<file path="src/design/kisl_pkg.sv">
// ---------------------------------------------------------------------------
// kisl_pkg
// types, constants and helper functions of the kinematic integrator
// ---------------------------------------------------------------------------
package kisl_pkg;

  // field format
  localparam int FIELD_W   = 24;
  localparam int SPEED_W   = 23;
  localparam int FRAC_BITS = 12;
  localparam logic signed [FIELD_W-1:0] FIELD_MAX = 24'sh7FFFFF;
  localparam logic signed [FIELD_W-1:0] FIELD_MIN = 24'sh800000;
  localparam logic [SPEED_W-1:0] MAX_SPEED_RESET = 23'd16384;

  // world size and wrap limits, saturated to the field range
  localparam int WORLD_WIDTH  = 1024;
  localparam int WORLD_HEIGHT = 1024;
  localparam int FIELD_MAX_INT = 8388607;
  localparam int WRAP_X_INT = (WORLD_WIDTH * (2 ** FRAC_BITS) > FIELD_MAX_INT) ?
                              FIELD_MAX_INT : WORLD_WIDTH * (2 ** FRAC_BITS);
  localparam int WRAP_Y_INT = (WORLD_HEIGHT * (2 ** FRAC_BITS) > FIELD_MAX_INT) ?
                              FIELD_MAX_INT : WORLD_HEIGHT * (2 ** FRAC_BITS);
  localparam logic signed [FIELD_W-1:0] WRAP_X = FIELD_W'(WRAP_X_INT);
  localparam logic signed [FIELD_W-1:0] WRAP_Y = FIELD_W'(WRAP_Y_INT);

  // iterative units: root digits and quotient bits, two per cycle
  localparam int PROD_W          = 2 * FIELD_W;
  localparam int STEPS_PER_CYCLE = 2;
  localparam int ITER_CYCLES     = FIELD_W / STEPS_PER_CYCLE;
  localparam int ITER_W          = $clog2(ITER_CYCLES);

  // command codes
  localparam logic [1:0] CMD_APPLY  = 2'd0;
  localparam logic [1:0] CMD_TICK   = 2'd1;
  localparam logic [1:0] CMD_LOAD   = 2'd2;
  localparam logic [1:0] CMD_UNUSED = 2'd3;

  typedef struct packed {
    logic [1:0]                command;
    logic signed [FIELD_W-1:0] vec_x;
    logic signed [FIELD_W-1:0] vec_y;
    logic signed [FIELD_W-1:0] load_vel_x;
    logic signed [FIELD_W-1:0] load_vel_y;
  } in_item_t;

  typedef struct packed {
    logic signed [FIELD_W-1:0] pos_x;
    logic signed [FIELD_W-1:0] pos_y;
    logic signed [FIELD_W-1:0] vel_x;
    logic signed [FIELD_W-1:0] vel_y;
    logic                      speed_limited;
  } out_item_t;

  typedef enum logic [4:0] {
    ST_IDLE, ST_APPLY, ST_LOAD, ST_VEL, ST_ABS, ST_SQX, ST_SQY, ST_SQL, ST_CMP,
    ST_SQRT, ST_MULX, ST_MULY, ST_DIVI, ST_DIV, ST_SCALE, ST_POS, ST_DONE
  } state_t;

  typedef enum logic [2:0] {
    MUL_XX, MUL_YY, MUL_LL, MUL_XL, MUL_YL
  } mul_sel_t;

  typedef enum logic [1:0] {
    M2_HOLD, M2_LOAD, M2_ADD
  } m2_op_t;

  // controller to datapath
  typedef struct packed {
    logic     latch;
    logic     do_apply;
    logic     do_load;
    logic     do_vel;
    logic     do_abs;
    logic     mul_en;
    mul_sel_t mul_sel;
    m2_op_t   m2_op;
    logic     keep_x;
    logic     sqrt_init;
    logic     sqrt_step;
    logic     div_init;
    logic     div_step;
    logic     do_scale;
    logic     do_pos;
    logic     out_load;
  } dp_cmd_t;

  // datapath to controller
  typedef struct packed {
    logic [1:0] command;
    logic       over;
  } dp_sts_t;

  // saturating signed add
  function automatic logic signed [FIELD_W-1:0] sat_add(
    input logic signed [FIELD_W-1:0] a,
    input logic signed [FIELD_W-1:0] b
  );
    logic signed [FIELD_W:0] s;
    s = (FIELD_W+1)'(a) + (FIELD_W+1)'(b);
    if (s[FIELD_W] != s[FIELD_W-1]) begin
      return s[FIELD_W] ? FIELD_MIN : FIELD_MAX;
    end
    return s[FIELD_W-1:0];
  endfunction

  // wrap one position axis into [0, lim]
  function automatic logic signed [FIELD_W-1:0] wrap_axis(
    input logic signed [FIELD_W-1:0] p,
    input logic signed [FIELD_W-1:0] lim
  );
    if (p > lim) begin
      return '0;
    end
    if (p < 0) begin
      return lim;
    end
    return p;
  endfunction

endpackage

</file>
<file path="src/design/kisl_ctrl.sv">
// ---------------------------------------------------------------------------
// kisl_ctrl
// sequencer of the kinematic integrator: walks each command through the
// datapath and owns the input ready and the output valid
// ---------------------------------------------------------------------------
module kisl_ctrl (
  input  logic              clk,
  input  logic              rst,
  input  logic              in_valid,
  output logic              in_ready,
  output logic              out_valid,
  input  logic              out_ready,
  output kisl_pkg::dp_cmd_t cmd,
  input  kisl_pkg::dp_sts_t sts
);

  kisl_pkg::state_t state, state_next;
  logic [kisl_pkg::ITER_W-1:0] iter_cnt;
  logic iter_last;
  logic out_free;

  assign iter_last = (iter_cnt == kisl_pkg::ITER_W'(kisl_pkg::ITER_CYCLES - 1));
  assign out_free  = !out_valid || out_ready;

  // state register
  always_ff @(posedge clk) begin
    if (rst) begin
      state <= kisl_pkg::ST_IDLE;
    end else begin
      state <= state_next;
    end
  end

  // iteration counter for root and divide
  always_ff @(posedge clk) begin
    if (rst) begin
      iter_cnt <= '0;
    end else if (state == kisl_pkg::ST_SQRT || state == kisl_pkg::ST_DIV) begin
      iter_cnt <= iter_cnt + 1'b1;
    end else begin
      iter_cnt <= '0;
    end
  end

  // output valid flag
  always_ff @(posedge clk) begin
    if (rst) begin
      out_valid <= 1'b0;
    end else if (cmd.out_load) begin
      out_valid <= 1'b1;
    end else if (out_ready) begin
      out_valid <= 1'b0;
    end
  end

  // next state
  always_comb begin
    state_next = state;
    case (state)
      kisl_pkg::ST_IDLE: begin
        if (in_valid) begin
          case (sts.command)
            kisl_pkg::CMD_APPLY: state_next = kisl_pkg::ST_APPLY;
            kisl_pkg::CMD_TICK:  state_next = kisl_pkg::ST_VEL;
            kisl_pkg::CMD_LOAD:  state_next = kisl_pkg::ST_LOAD;
            default:             state_next = kisl_pkg::ST_IDLE;
          endcase
        end
      end
      kisl_pkg::ST_APPLY: state_next = kisl_pkg::ST_DONE;
      kisl_pkg::ST_LOAD:  state_next = kisl_pkg::ST_DONE;
      kisl_pkg::ST_VEL:   state_next = kisl_pkg::ST_ABS;
      kisl_pkg::ST_ABS:   state_next = kisl_pkg::ST_SQX;
      kisl_pkg::ST_SQX:   state_next = kisl_pkg::ST_SQY;
      kisl_pkg::ST_SQY:   state_next = kisl_pkg::ST_SQL;
      kisl_pkg::ST_SQL:   state_next = kisl_pkg::ST_CMP;
      kisl_pkg::ST_CMP: begin
        state_next = sts.over ? kisl_pkg::ST_SQRT : kisl_pkg::ST_POS;
      end
      kisl_pkg::ST_SQRT: begin
        if (iter_last) begin
          state_next = kisl_pkg::ST_MULX;
        end
      end
      kisl_pkg::ST_MULX:  state_next = kisl_pkg::ST_MULY;
      kisl_pkg::ST_MULY:  state_next = kisl_pkg::ST_DIVI;
      kisl_pkg::ST_DIVI:  state_next = kisl_pkg::ST_DIV;
      kisl_pkg::ST_DIV: begin
        if (iter_last) begin
          state_next = kisl_pkg::ST_SCALE;
        end
      end
      kisl_pkg::ST_SCALE: state_next = kisl_pkg::ST_POS;
      kisl_pkg::ST_POS:   state_next = kisl_pkg::ST_DONE;
      kisl_pkg::ST_DONE: begin
        if (out_free) begin
          state_next = kisl_pkg::ST_IDLE;
        end
      end
      default: state_next = kisl_pkg::ST_IDLE;
    endcase
  end

  // datapath commands
  always_comb begin
    cmd          = '0;
    cmd.mul_sel  = kisl_pkg::MUL_XX;
    cmd.m2_op    = kisl_pkg::M2_HOLD;
    in_ready     = 1'b0;
    case (state)
      kisl_pkg::ST_IDLE: begin
        in_ready  = 1'b1;
        cmd.latch = in_valid;
      end
      kisl_pkg::ST_APPLY: cmd.do_apply = 1'b1;
      kisl_pkg::ST_LOAD:  cmd.do_load  = 1'b1;
      kisl_pkg::ST_VEL:   cmd.do_vel   = 1'b1;
      kisl_pkg::ST_ABS:   cmd.do_abs   = 1'b1;
      kisl_pkg::ST_SQX: begin
        cmd.mul_en  = 1'b1;
        cmd.mul_sel = kisl_pkg::MUL_XX;
      end
      kisl_pkg::ST_SQY: begin
        cmd.mul_en  = 1'b1;
        cmd.mul_sel = kisl_pkg::MUL_YY;
        cmd.m2_op   = kisl_pkg::M2_LOAD;
      end
      kisl_pkg::ST_SQL: begin
        cmd.mul_en  = 1'b1;
        cmd.mul_sel = kisl_pkg::MUL_LL;
        cmd.m2_op   = kisl_pkg::M2_ADD;
      end
      kisl_pkg::ST_CMP:  cmd.sqrt_init = 1'b1;
      kisl_pkg::ST_SQRT: cmd.sqrt_step = 1'b1;
      kisl_pkg::ST_MULX: begin
        cmd.mul_en  = 1'b1;
        cmd.mul_sel = kisl_pkg::MUL_XL;
      end
      kisl_pkg::ST_MULY: begin
        cmd.mul_en  = 1'b1;
        cmd.mul_sel = kisl_pkg::MUL_YL;
        cmd.keep_x  = 1'b1;
      end
      kisl_pkg::ST_DIVI:  cmd.div_init = 1'b1;
      kisl_pkg::ST_DIV:   cmd.div_step = 1'b1;
      kisl_pkg::ST_SCALE: cmd.do_scale = 1'b1;
      kisl_pkg::ST_POS:   cmd.do_pos   = 1'b1;
      kisl_pkg::ST_DONE:  cmd.out_load = out_free;
      default: begin
      end
    endcase
  end

endmodule

</file>
<file path="src/design/kisl_dp.sv">
// ---------------------------------------------------------------------------
// kisl_dp
// datapath of the kinematic integrator: agent state, shared multiplier,
// two-digit-per-cycle square root, two dividers and the output register
// ---------------------------------------------------------------------------
module kisl_dp (
  input  logic                                clk,
  input  logic                                rst,
  input  kisl_pkg::in_item_t                  in_data,
  output kisl_pkg::out_item_t                 out_data,
  input  logic                                cfg_wr_en,
  input  logic [kisl_pkg::SPEED_W-1:0]        cfg_wr_data,
  input  kisl_pkg::dp_cmd_t                   cmd,
  output kisl_pkg::dp_sts_t                   sts
);

  localparam int FW = kisl_pkg::FIELD_W;
  localparam int PW = kisl_pkg::PROD_W;

  // agent state and config
  logic signed [FW-1:0] position_x, position_y;
  logic signed [FW-1:0] velocity_x, velocity_y;
  logic signed [FW-1:0] force_sum_x, force_sum_y;
  logic [kisl_pkg::SPEED_W-1:0] max_speed;
  logic limited;

  // captured item
  kisl_pkg::in_item_t item;

  // multiply and magnitude
  logic [FW-1:0] abs_x, abs_y;
  logic [FW-1:0] mul_a, mul_b;
  logic [PW-1:0] prod, prod_x, m2;

  // square root
  logic [PW-1:0] sq_n, sq_n_next;
  logic [FW+1:0] sq_rem, sq_rem_next;
  logic [FW-1:0] sq_root, sq_root_next;

  // dividers
  logic [FW-1:0] dx_r, dx_r_next, dx_d, dx_d_next, qx, qx_next;
  logic [FW-1:0] dy_r, dy_r_next, dy_d, dy_d_next, qy, qy_next;

  assign sts.command = in_data.command;
  assign sts.over    = (m2 > prod);

  // config register
  always_ff @(posedge clk) begin
    if (rst) begin
      max_speed <= kisl_pkg::MAX_SPEED_RESET;
    end else if (cfg_wr_en) begin
      max_speed <= cfg_wr_data;
    end
  end

  // item capture
  always_ff @(posedge clk) begin
    if (cmd.latch) begin
      item <= in_data;
    end
  end

  // agent state update
  always_ff @(posedge clk) begin
    if (rst) begin
      position_x  <= '0;
      position_y  <= '0;
      velocity_x  <= '0;
      velocity_y  <= '0;
      force_sum_x <= '0;
      force_sum_y <= '0;
      limited     <= 1'b0;
    end else begin
      if (cmd.latch) begin
        limited <= 1'b0;
      end
      if (cmd.do_apply) begin
        force_sum_x <= kisl_pkg::sat_add(force_sum_x, item.vec_x);
        force_sum_y <= kisl_pkg::sat_add(force_sum_y, item.vec_y);
      end
      if (cmd.do_load) begin
        position_x  <= item.vec_x;
        position_y  <= item.vec_y;
        velocity_x  <= item.load_vel_x;
        velocity_y  <= item.load_vel_y;
        force_sum_x <= '0;
        force_sum_y <= '0;
      end
      if (cmd.do_vel) begin
        velocity_x <= kisl_pkg::sat_add(velocity_x, force_sum_x);
        velocity_y <= kisl_pkg::sat_add(velocity_y, force_sum_y);
      end
      if (cmd.do_scale) begin
        velocity_x <= velocity_x[FW-1] ? (FW'(0) - $signed(qx)) : $signed(qx);
        velocity_y <= velocity_y[FW-1] ? (FW'(0) - $signed(qy)) : $signed(qy);
        limited    <= 1'b1;
      end
      if (cmd.do_pos) begin
        position_x  <= kisl_pkg::wrap_axis(kisl_pkg::sat_add(position_x, velocity_x),
                                           kisl_pkg::WRAP_X);
        position_y  <= kisl_pkg::wrap_axis(kisl_pkg::sat_add(position_y, velocity_y),
                                           kisl_pkg::WRAP_Y);
        force_sum_x <= '0;
        force_sum_y <= '0;
      end
    end
  end

  // velocity magnitudes per axis
  always_ff @(posedge clk) begin
    if (cmd.do_abs) begin
      abs_x <= velocity_x[FW-1] ? (FW'(0) - velocity_x) : velocity_x;
      abs_y <= velocity_y[FW-1] ? (FW'(0) - velocity_y) : velocity_y;
    end
  end

  // shared multiplier operand select
  always_comb begin
    case (cmd.mul_sel)
      kisl_pkg::MUL_XX: begin
        mul_a = abs_x;
        mul_b = abs_x;
      end
      kisl_pkg::MUL_YY: begin
        mul_a = abs_y;
        mul_b = abs_y;
      end
      kisl_pkg::MUL_LL: begin
        mul_a = FW'(max_speed);
        mul_b = FW'(max_speed);
      end
      kisl_pkg::MUL_XL: begin
        mul_a = abs_x;
        mul_b = FW'(max_speed);
      end
      kisl_pkg::MUL_YL: begin
        mul_a = abs_y;
        mul_b = FW'(max_speed);
      end
      default: begin
        mul_a = '0;
        mul_b = '0;
      end
    endcase
  end

  // product, x product hold and sum of squares
  always_ff @(posedge clk) begin
    if (cmd.mul_en) begin
      prod <= mul_a * mul_b;
    end
    if (cmd.keep_x) begin
      prod_x <= prod;
    end
    case (cmd.m2_op)
      kisl_pkg::M2_LOAD: m2 <= prod;
      kisl_pkg::M2_ADD:  m2 <= m2 + prod;
      default: begin
      end
    endcase
  end

  // square root, two result digits per cycle
  always_comb begin
    logic [FW+3:0] rem_sh;
    logic [FW+3:0] trial;
    sq_n_next    = sq_n;
    sq_rem_next  = sq_rem;
    sq_root_next = sq_root;
    for (int i = 0; i < kisl_pkg::STEPS_PER_CYCLE; i++) begin
      rem_sh    = {sq_rem_next, sq_n_next[PW-1 -: 2]};
      trial     = {2'b00, sq_root_next, 2'b01};
      sq_n_next = {sq_n_next[PW-3:0], 2'b00};
      if (rem_sh >= trial) begin
        rem_sh       = rem_sh - trial;
        sq_root_next = {sq_root_next[FW-2:0], 1'b1};
      end else begin
        sq_root_next = {sq_root_next[FW-2:0], 1'b0};
      end
      sq_rem_next = rem_sh[FW+1:0];
    end
  end

  always_ff @(posedge clk) begin
    if (cmd.sqrt_init) begin
      sq_n    <= m2;
      sq_rem  <= '0;
      sq_root <= '0;
    end else if (cmd.sqrt_step) begin
      sq_n    <= sq_n_next;
      sq_rem  <= sq_rem_next;
      sq_root <= sq_root_next;
    end
  end

  // restoring dividers by the magnitude, two quotient bits per cycle
  always_comb begin
    logic [FW:0] rx_sh, ry_sh;
    dx_r_next = dx_r;
    dx_d_next = dx_d;
    qx_next   = qx;
    dy_r_next = dy_r;
    dy_d_next = dy_d;
    qy_next   = qy;
    for (int i = 0; i < kisl_pkg::STEPS_PER_CYCLE; i++) begin
      rx_sh     = {dx_r_next, dx_d_next[FW-1]};
      dx_d_next = {dx_d_next[FW-2:0], 1'b0};
      if (rx_sh >= {1'b0, sq_root}) begin
        rx_sh   = rx_sh - {1'b0, sq_root};
        qx_next = {qx_next[FW-2:0], 1'b1};
      end else begin
        qx_next = {qx_next[FW-2:0], 1'b0};
      end
      dx_r_next = rx_sh[FW-1:0];

      ry_sh     = {dy_r_next, dy_d_next[FW-1]};
      dy_d_next = {dy_d_next[FW-2:0], 1'b0};
      if (ry_sh >= {1'b0, sq_root}) begin
        ry_sh   = ry_sh - {1'b0, sq_root};
        qy_next = {qy_next[FW-2:0], 1'b1};
      end else begin
        qy_next = {qy_next[FW-2:0], 1'b0};
      end
      dy_r_next = ry_sh[FW-1:0];
    end
  end

  always_ff @(posedge clk) begin
    if (cmd.div_init) begin
      dx_r <= prod_x[PW-1:FW];
      dx_d <= prod_x[FW-1:0];
      qx   <= '0;
      dy_r <= prod[PW-1:FW];
      dy_d <= prod[FW-1:0];
      qy   <= '0;
    end else if (cmd.div_step) begin
      dx_r <= dx_r_next;
      dx_d <= dx_d_next;
      qx   <= qx_next;
      dy_r <= dy_r_next;
      dy_d <= dy_d_next;
      qy   <= qy_next;
    end
  end

  // output register
  always_ff @(posedge clk) begin
    if (cmd.out_load) begin
      out_data.pos_x         <= position_x;
      out_data.pos_y         <= position_y;
      out_data.vel_x         <= velocity_x;
      out_data.vel_y         <= velocity_y;
      out_data.speed_limited <= limited;
    end
  end

endmodule

</file>
<file path="src/design/kinematic_integrator_speed_limit.sv">
// ---------------------------------------------------------------------------
// kinematic_integrator_speed_limit
// one agent's position, velocity and force sum in Q12.12 with a speed limit
// ---------------------------------------------------------------------------
// usage
//   in_valid/in_ready carry one command item; out_valid/out_ready carry one
//   result item per apply, tick or load. command 3 is taken and dropped.
//   cfg_wr_en/cfg_wr_data write max_speed at once; write only while idle.
// sequence, accept to out_valid
//   apply, load:            update, then hand-off to the output register
//   tick, within the limit:  velocity, magnitudes, squares, compare, position
//   tick, speed limited:    as above, with root, products, divide and scale
//   a new item is taken only in idle, which follows the hand-off of the
//   result to the output register. the limited case is set by the square
//   root and the divide, both two bits per cycle, plus the shared 24x24
//   multiplier, used for every square and product.
// reset
//   rst clears all agent state, restores max_speed to 4.0 and drops out_valid
// stall
//   a result waits in the output register while out_ready is low; the next
//   item is still taken and worked, and its result waits until the register
//   frees.
// ---------------------------------------------------------------------------
module kinematic_integrator_speed_limit (
  input  logic                         clk,
  input  logic                         rst,
  input  logic                         in_valid,
  output logic                         in_ready,
  input  kisl_pkg::in_item_t           in_data,
  output logic                         out_valid,
  input  logic                         out_ready,
  output kisl_pkg::out_item_t          out_data,
  input  logic                         cfg_wr_en,
  input  logic [kisl_pkg::SPEED_W-1:0] cfg_wr_data
);

  kisl_pkg::dp_cmd_t cmd;
  kisl_pkg::dp_sts_t sts;

  // sequencer
  kisl_ctrl u_ctrl (
    .clk       (clk),
    .rst       (rst),
    .in_valid  (in_valid),
    .in_ready  (in_ready),
    .out_valid (out_valid),
    .out_ready (out_ready),
    .cmd       (cmd),
    .sts       (sts)
  );

  // arithmetic and state
  kisl_dp u_dp (
    .clk         (clk),
    .rst         (rst),
    .in_data     (in_data),
    .out_data    (out_data),
    .cfg_wr_en   (cfg_wr_en),
    .cfg_wr_data (cfg_wr_data),
    .cmd         (cmd),
    .sts         (sts)
  );

endmodule

</file>
<file path="config.mk">
export PLATFORM = sky130hd
export DESIGN_NAME = kinematic_integrator_speed_limit
export DESIGN_NICKNAME = d
export VERILOG_FILES = /design/src/design/kisl_pkg.sv /design/src/design/kisl_ctrl.sv /design/src/design/kisl_dp.sv /design/src/design/kinematic_integrator_speed_limit.sv
export SDC_FILE = /design/constraint.sdc
export NUM_CORES = 2
export LEC_CHECK = 0
export ABC_CLOCK_PERIOD_IN_PS = 13750
export BUFFER_PORTS_ARGS = -buffer_cell sky130_fd_sc_hd__buf_4
export CAP_MARGIN = 0
export CELL_PAD_IN_SITES_DETAIL_PLACEMENT = 0
export CELL_PAD_IN_SITES_GLOBAL_PLACEMENT = 2
export CORE_MARGIN = 2
export CORE_UTILIZATION = 41
export CTS_CLUSTER_SIZE = 20
export DETAILED_ROUTE_END_ITERATION = 8
export PLACE_DENSITY_LB_ADDON = 0.12
export SYNTH_ARGS = -nofsm -noshare
export SYNTH_HDL_FRONTEND = slang
export SYNTH_SLANG_ARGS = --single-unit
</file>
<file path="constraint.sdc">
create_clock -name clk -period 13.75 [get_ports clk]
set_input_delay 2.0625 -clock clk [delete_from_list [all_inputs] [get_ports clk]]
set_output_delay 2.0625 -clock clk [all_outputs]
set_load 0.02 [all_outputs]
</file>
==> out/results.tsv <==
metric	value	unit
outcome	completed	
I/O pin total	225	
full die area	174000	um^2
Critical Path AT	11.72	ns
CTS Buf Count	95	
first-pass GRT wire length	365100	um
clock transition at the registers of the reported paths	0.06	ns
Global Route Usage Sum	27.72	%
largest net degree at the start of global routing	78	
fill cell count	16430	
gr ovfl total	0	
initial antenna violation count	3	
port bufs	224	
Rows	151	
dominant synthesized flop cell	edfxtp_1	
CTS tree	built	
post-synthesis cell count	7796	
WS Path Type	register to register	
die width	417.2	um
hpwl dp	188800	um
syn_nets	8990	
vias in the first global route	56410	
Final Non-Filler Cells	10230	
Pre-Repair DR Iteration Count	5	
Reg area	21410	um^2
Yosys warning count	0	
Hold Buf Count CTS	0	
most frequent CP cell	inv_1	
setup TNS	0	ns
Leak Pwr	0.03393	uW
ANT nets after route	0	
layout cells sized above 1	7.743	%
vias per cell	5.634	
Seq pwr share	32.3	%
max-cap viol count	0	
CP top delay family	adder cells	
Yosys reg bits	805	
Final nets	9122	
synthesized cell area	69990	um^2
H-tree depth	3	
HP Class	register to register	
period utilisation layout	81.85	%
Comb power frac	38.0	%
CP startpoint kind	register	
Clock Sinks	805	
sequential fraction of the synthesis area	30.59	%
multi-input logic area	44420	um^2
CTS Root Cell	clkbuf_16	
worst rel slew slack	9.766	%
final hold violations	0	
synth unique cells	89	
slowest cell delay on critical path	0.83	ns
1st-iter DRT viols	4671	
fin. max-slew vios	0	
Final Skew	0.06471	ns
Clock Power Share	29.7	%
Core Area	169500	um^2
Avg Inst Size Synth	8.977	um^2
Max VDD drop	95.84	uV
CP Capture Type	register	
min cycle time layout	11.25	ns
RSZ-0062 raised after global routing	no	
CTS max path bufs	3	
Slowest-stage cell, CP	nand2_1	
Pint	5661	uW
fmax	88.86	MHz
worst-margin pin slew	1.319	ns
Buf/Inv on CP	9	
clock latency on the worst-skew pair	0.75	ns
EDFF count, synth	529	
via count	57620	
Starting Density	41.30	%
Final GP Congestion	0.9391	
Post-Route WL	244900	um
Post-CTS Setup Bufs	0	
placed instance count	10050	
# setup viols final	0	
drt drc	0	
cts repair resizes	0	
Sw Share	36.59	%
area grow syn2layout	10.95	%
CP Data Required Time	14.22	ns
maximum fanout along the worst path	26	
Async S/R FF share, synth	0	%
Psw	3267	uW
power per cell area	115.0	nW/um^2
per-cell routed wire length	23.94	um
Die H	417.2	um
Fin Hold WS	0.4386	ns
Total Power	8927	uW
==> synth_stat cells, types with 57 or more instances <==
cell type,count,area (um^2)
a21o_1,145,1089
clkbuf_1,288,1081
a211oi_1,95,713.2
ha_1,575,7194
o21a_1,57,427.9
nand2b_1,64,400.4
xor2_1,154,1349
edfxtp_1,529,15890
xnor2_1,250,2190
fa_1,493,9869
nand2_1,1026,3851
o31ai_1,57,427.9
nand3_1,125,625.6
dfxtp_1,276,5525
a21oi_1,586,2933
nor2_1,698,2620
nor3_1,83,415.4
o21ai_0,448,2242
mux2i_1,89,890.9
and2_1,58,362.9
inv_1,823,3089
o21bai_1,60,450.4
==> placed cells by master (no fill, tap or decap), types with 47 or more instances in the layout <==
cell and n:
nand2_1 1024, mux2i_1 89, and2_1 57, o31ai_1 57, nor2_1 691, fa_1 493
buf_4 360, o21a_1 57, nand4_1 53, o21ai_0 447, a21oi_1 585, nor2b_1 47
inv_1 820, xor2_1 154, dfxtp_1 274, a211oi_1 95, ha_1 573, xnor2_1 249
nor3_1 80, nand3_1 125, edfxtp_1 529, clkbuf_16 97, or3_1 50, o21bai_1 60
a21o_1 145, nand2b_1 64
==> power groups by stage <==
stage,clock network [uW],registers [uW],logic [uW]
6_report,2650,2880,3390
5_1_grt,2800,2890,3790
4_1_cts,2720,2880,3390
3_5_place_dp,0,2930,3370
3_3_place_gp,0,2930,3360
2_1_floorplan,0,2890,2470
==> final timing paths <==
check,start,to,slack (ns),depth (start not counted)
hold reg to reg,u_dp.limited,u_dp.out_data[0],0.44,0
hold / removal,u_dp.limited,u_dp.out_data[0],0.44,0
setup / recovery,u_ctrl.state[1],u_dp.prod[46],2.50,37
setup reg to reg,u_ctrl.state[1],u_dp.prod[46],2.50,37
==> routing by layer <==
metal  GRT usage [%]  part of all wire, %  vias up
met5               0                0.011        -
met4           10.15                  3.8        4
met3           3.524                  5.4      331
met2           44.77                   46     1667
met1           38.02                   45    28370
li1                -                    -    27250
==> final cells by class <==
| class | count | share of cell area (%) |
|---|---|---|
| Clock buffer | 122 | 3.324 |
| Tap cell | 2218 | 3.574 |
| Inverter | 823 | 3.985 |
| Antenna cell | 2 | 0.006445 |
| Clock inverter | 54 | 0.8524 |
| Sequential cell | 805 | 27.58 |
| Timing Repair Buffer | 360 | 3.480 |
| Multi-Input combinational cell | 5843 | 57.20 |
==> state kept, by name (all words and copies together) (netlist names), 26 cells and up <==
signal,count
u_dp.m2,48
u_dp.prod,48
u_dp.sq_n,48
u_dp.item,96
u_dp.sq_rem,26
u_dp.prod_x,48
u_dp.out_data,97
==> kinds of logic (layout without fill, tap and decap cells) <==
kind of cell | Yosys count | count (layout) | share of synthesized area (%)
adders and majority gates | 1099 | 1099 | 24.82
DFF | 805 | 805 | 30.59
buffers and inverters | 1148 | 1359 | 6.187
xor gates and xnor gates | 404 | 404 | 5.056
AOI/OAI and AO/OA | 1878 | 1878 | 16.99
other | 0 | 2 | 0
and+or+nand+nor | 2344 | 2344 | 14.61
muxes | 118 | 118 | 1.739
==> through the flow <==
| step | worst slack (ns) | util [%] | area, um^2 |
|---|---|---|---|
| 4_1_cts | 2.468 | 45.82 | 77650 |
| 6_report | 2.496 | 45.82 | 77650 |
| 3_3_place_gp | 2.615 | 43.90 | 74400 |
| 3_5_place_dp | 2.499 | 43.90 | 74400 |
| 5_1_grt | 1.661 | 45.82 | 77650 |
| 2_1_floorplan | 3.834 | - | 69990 |
Power figures use the tool's default switching activity.
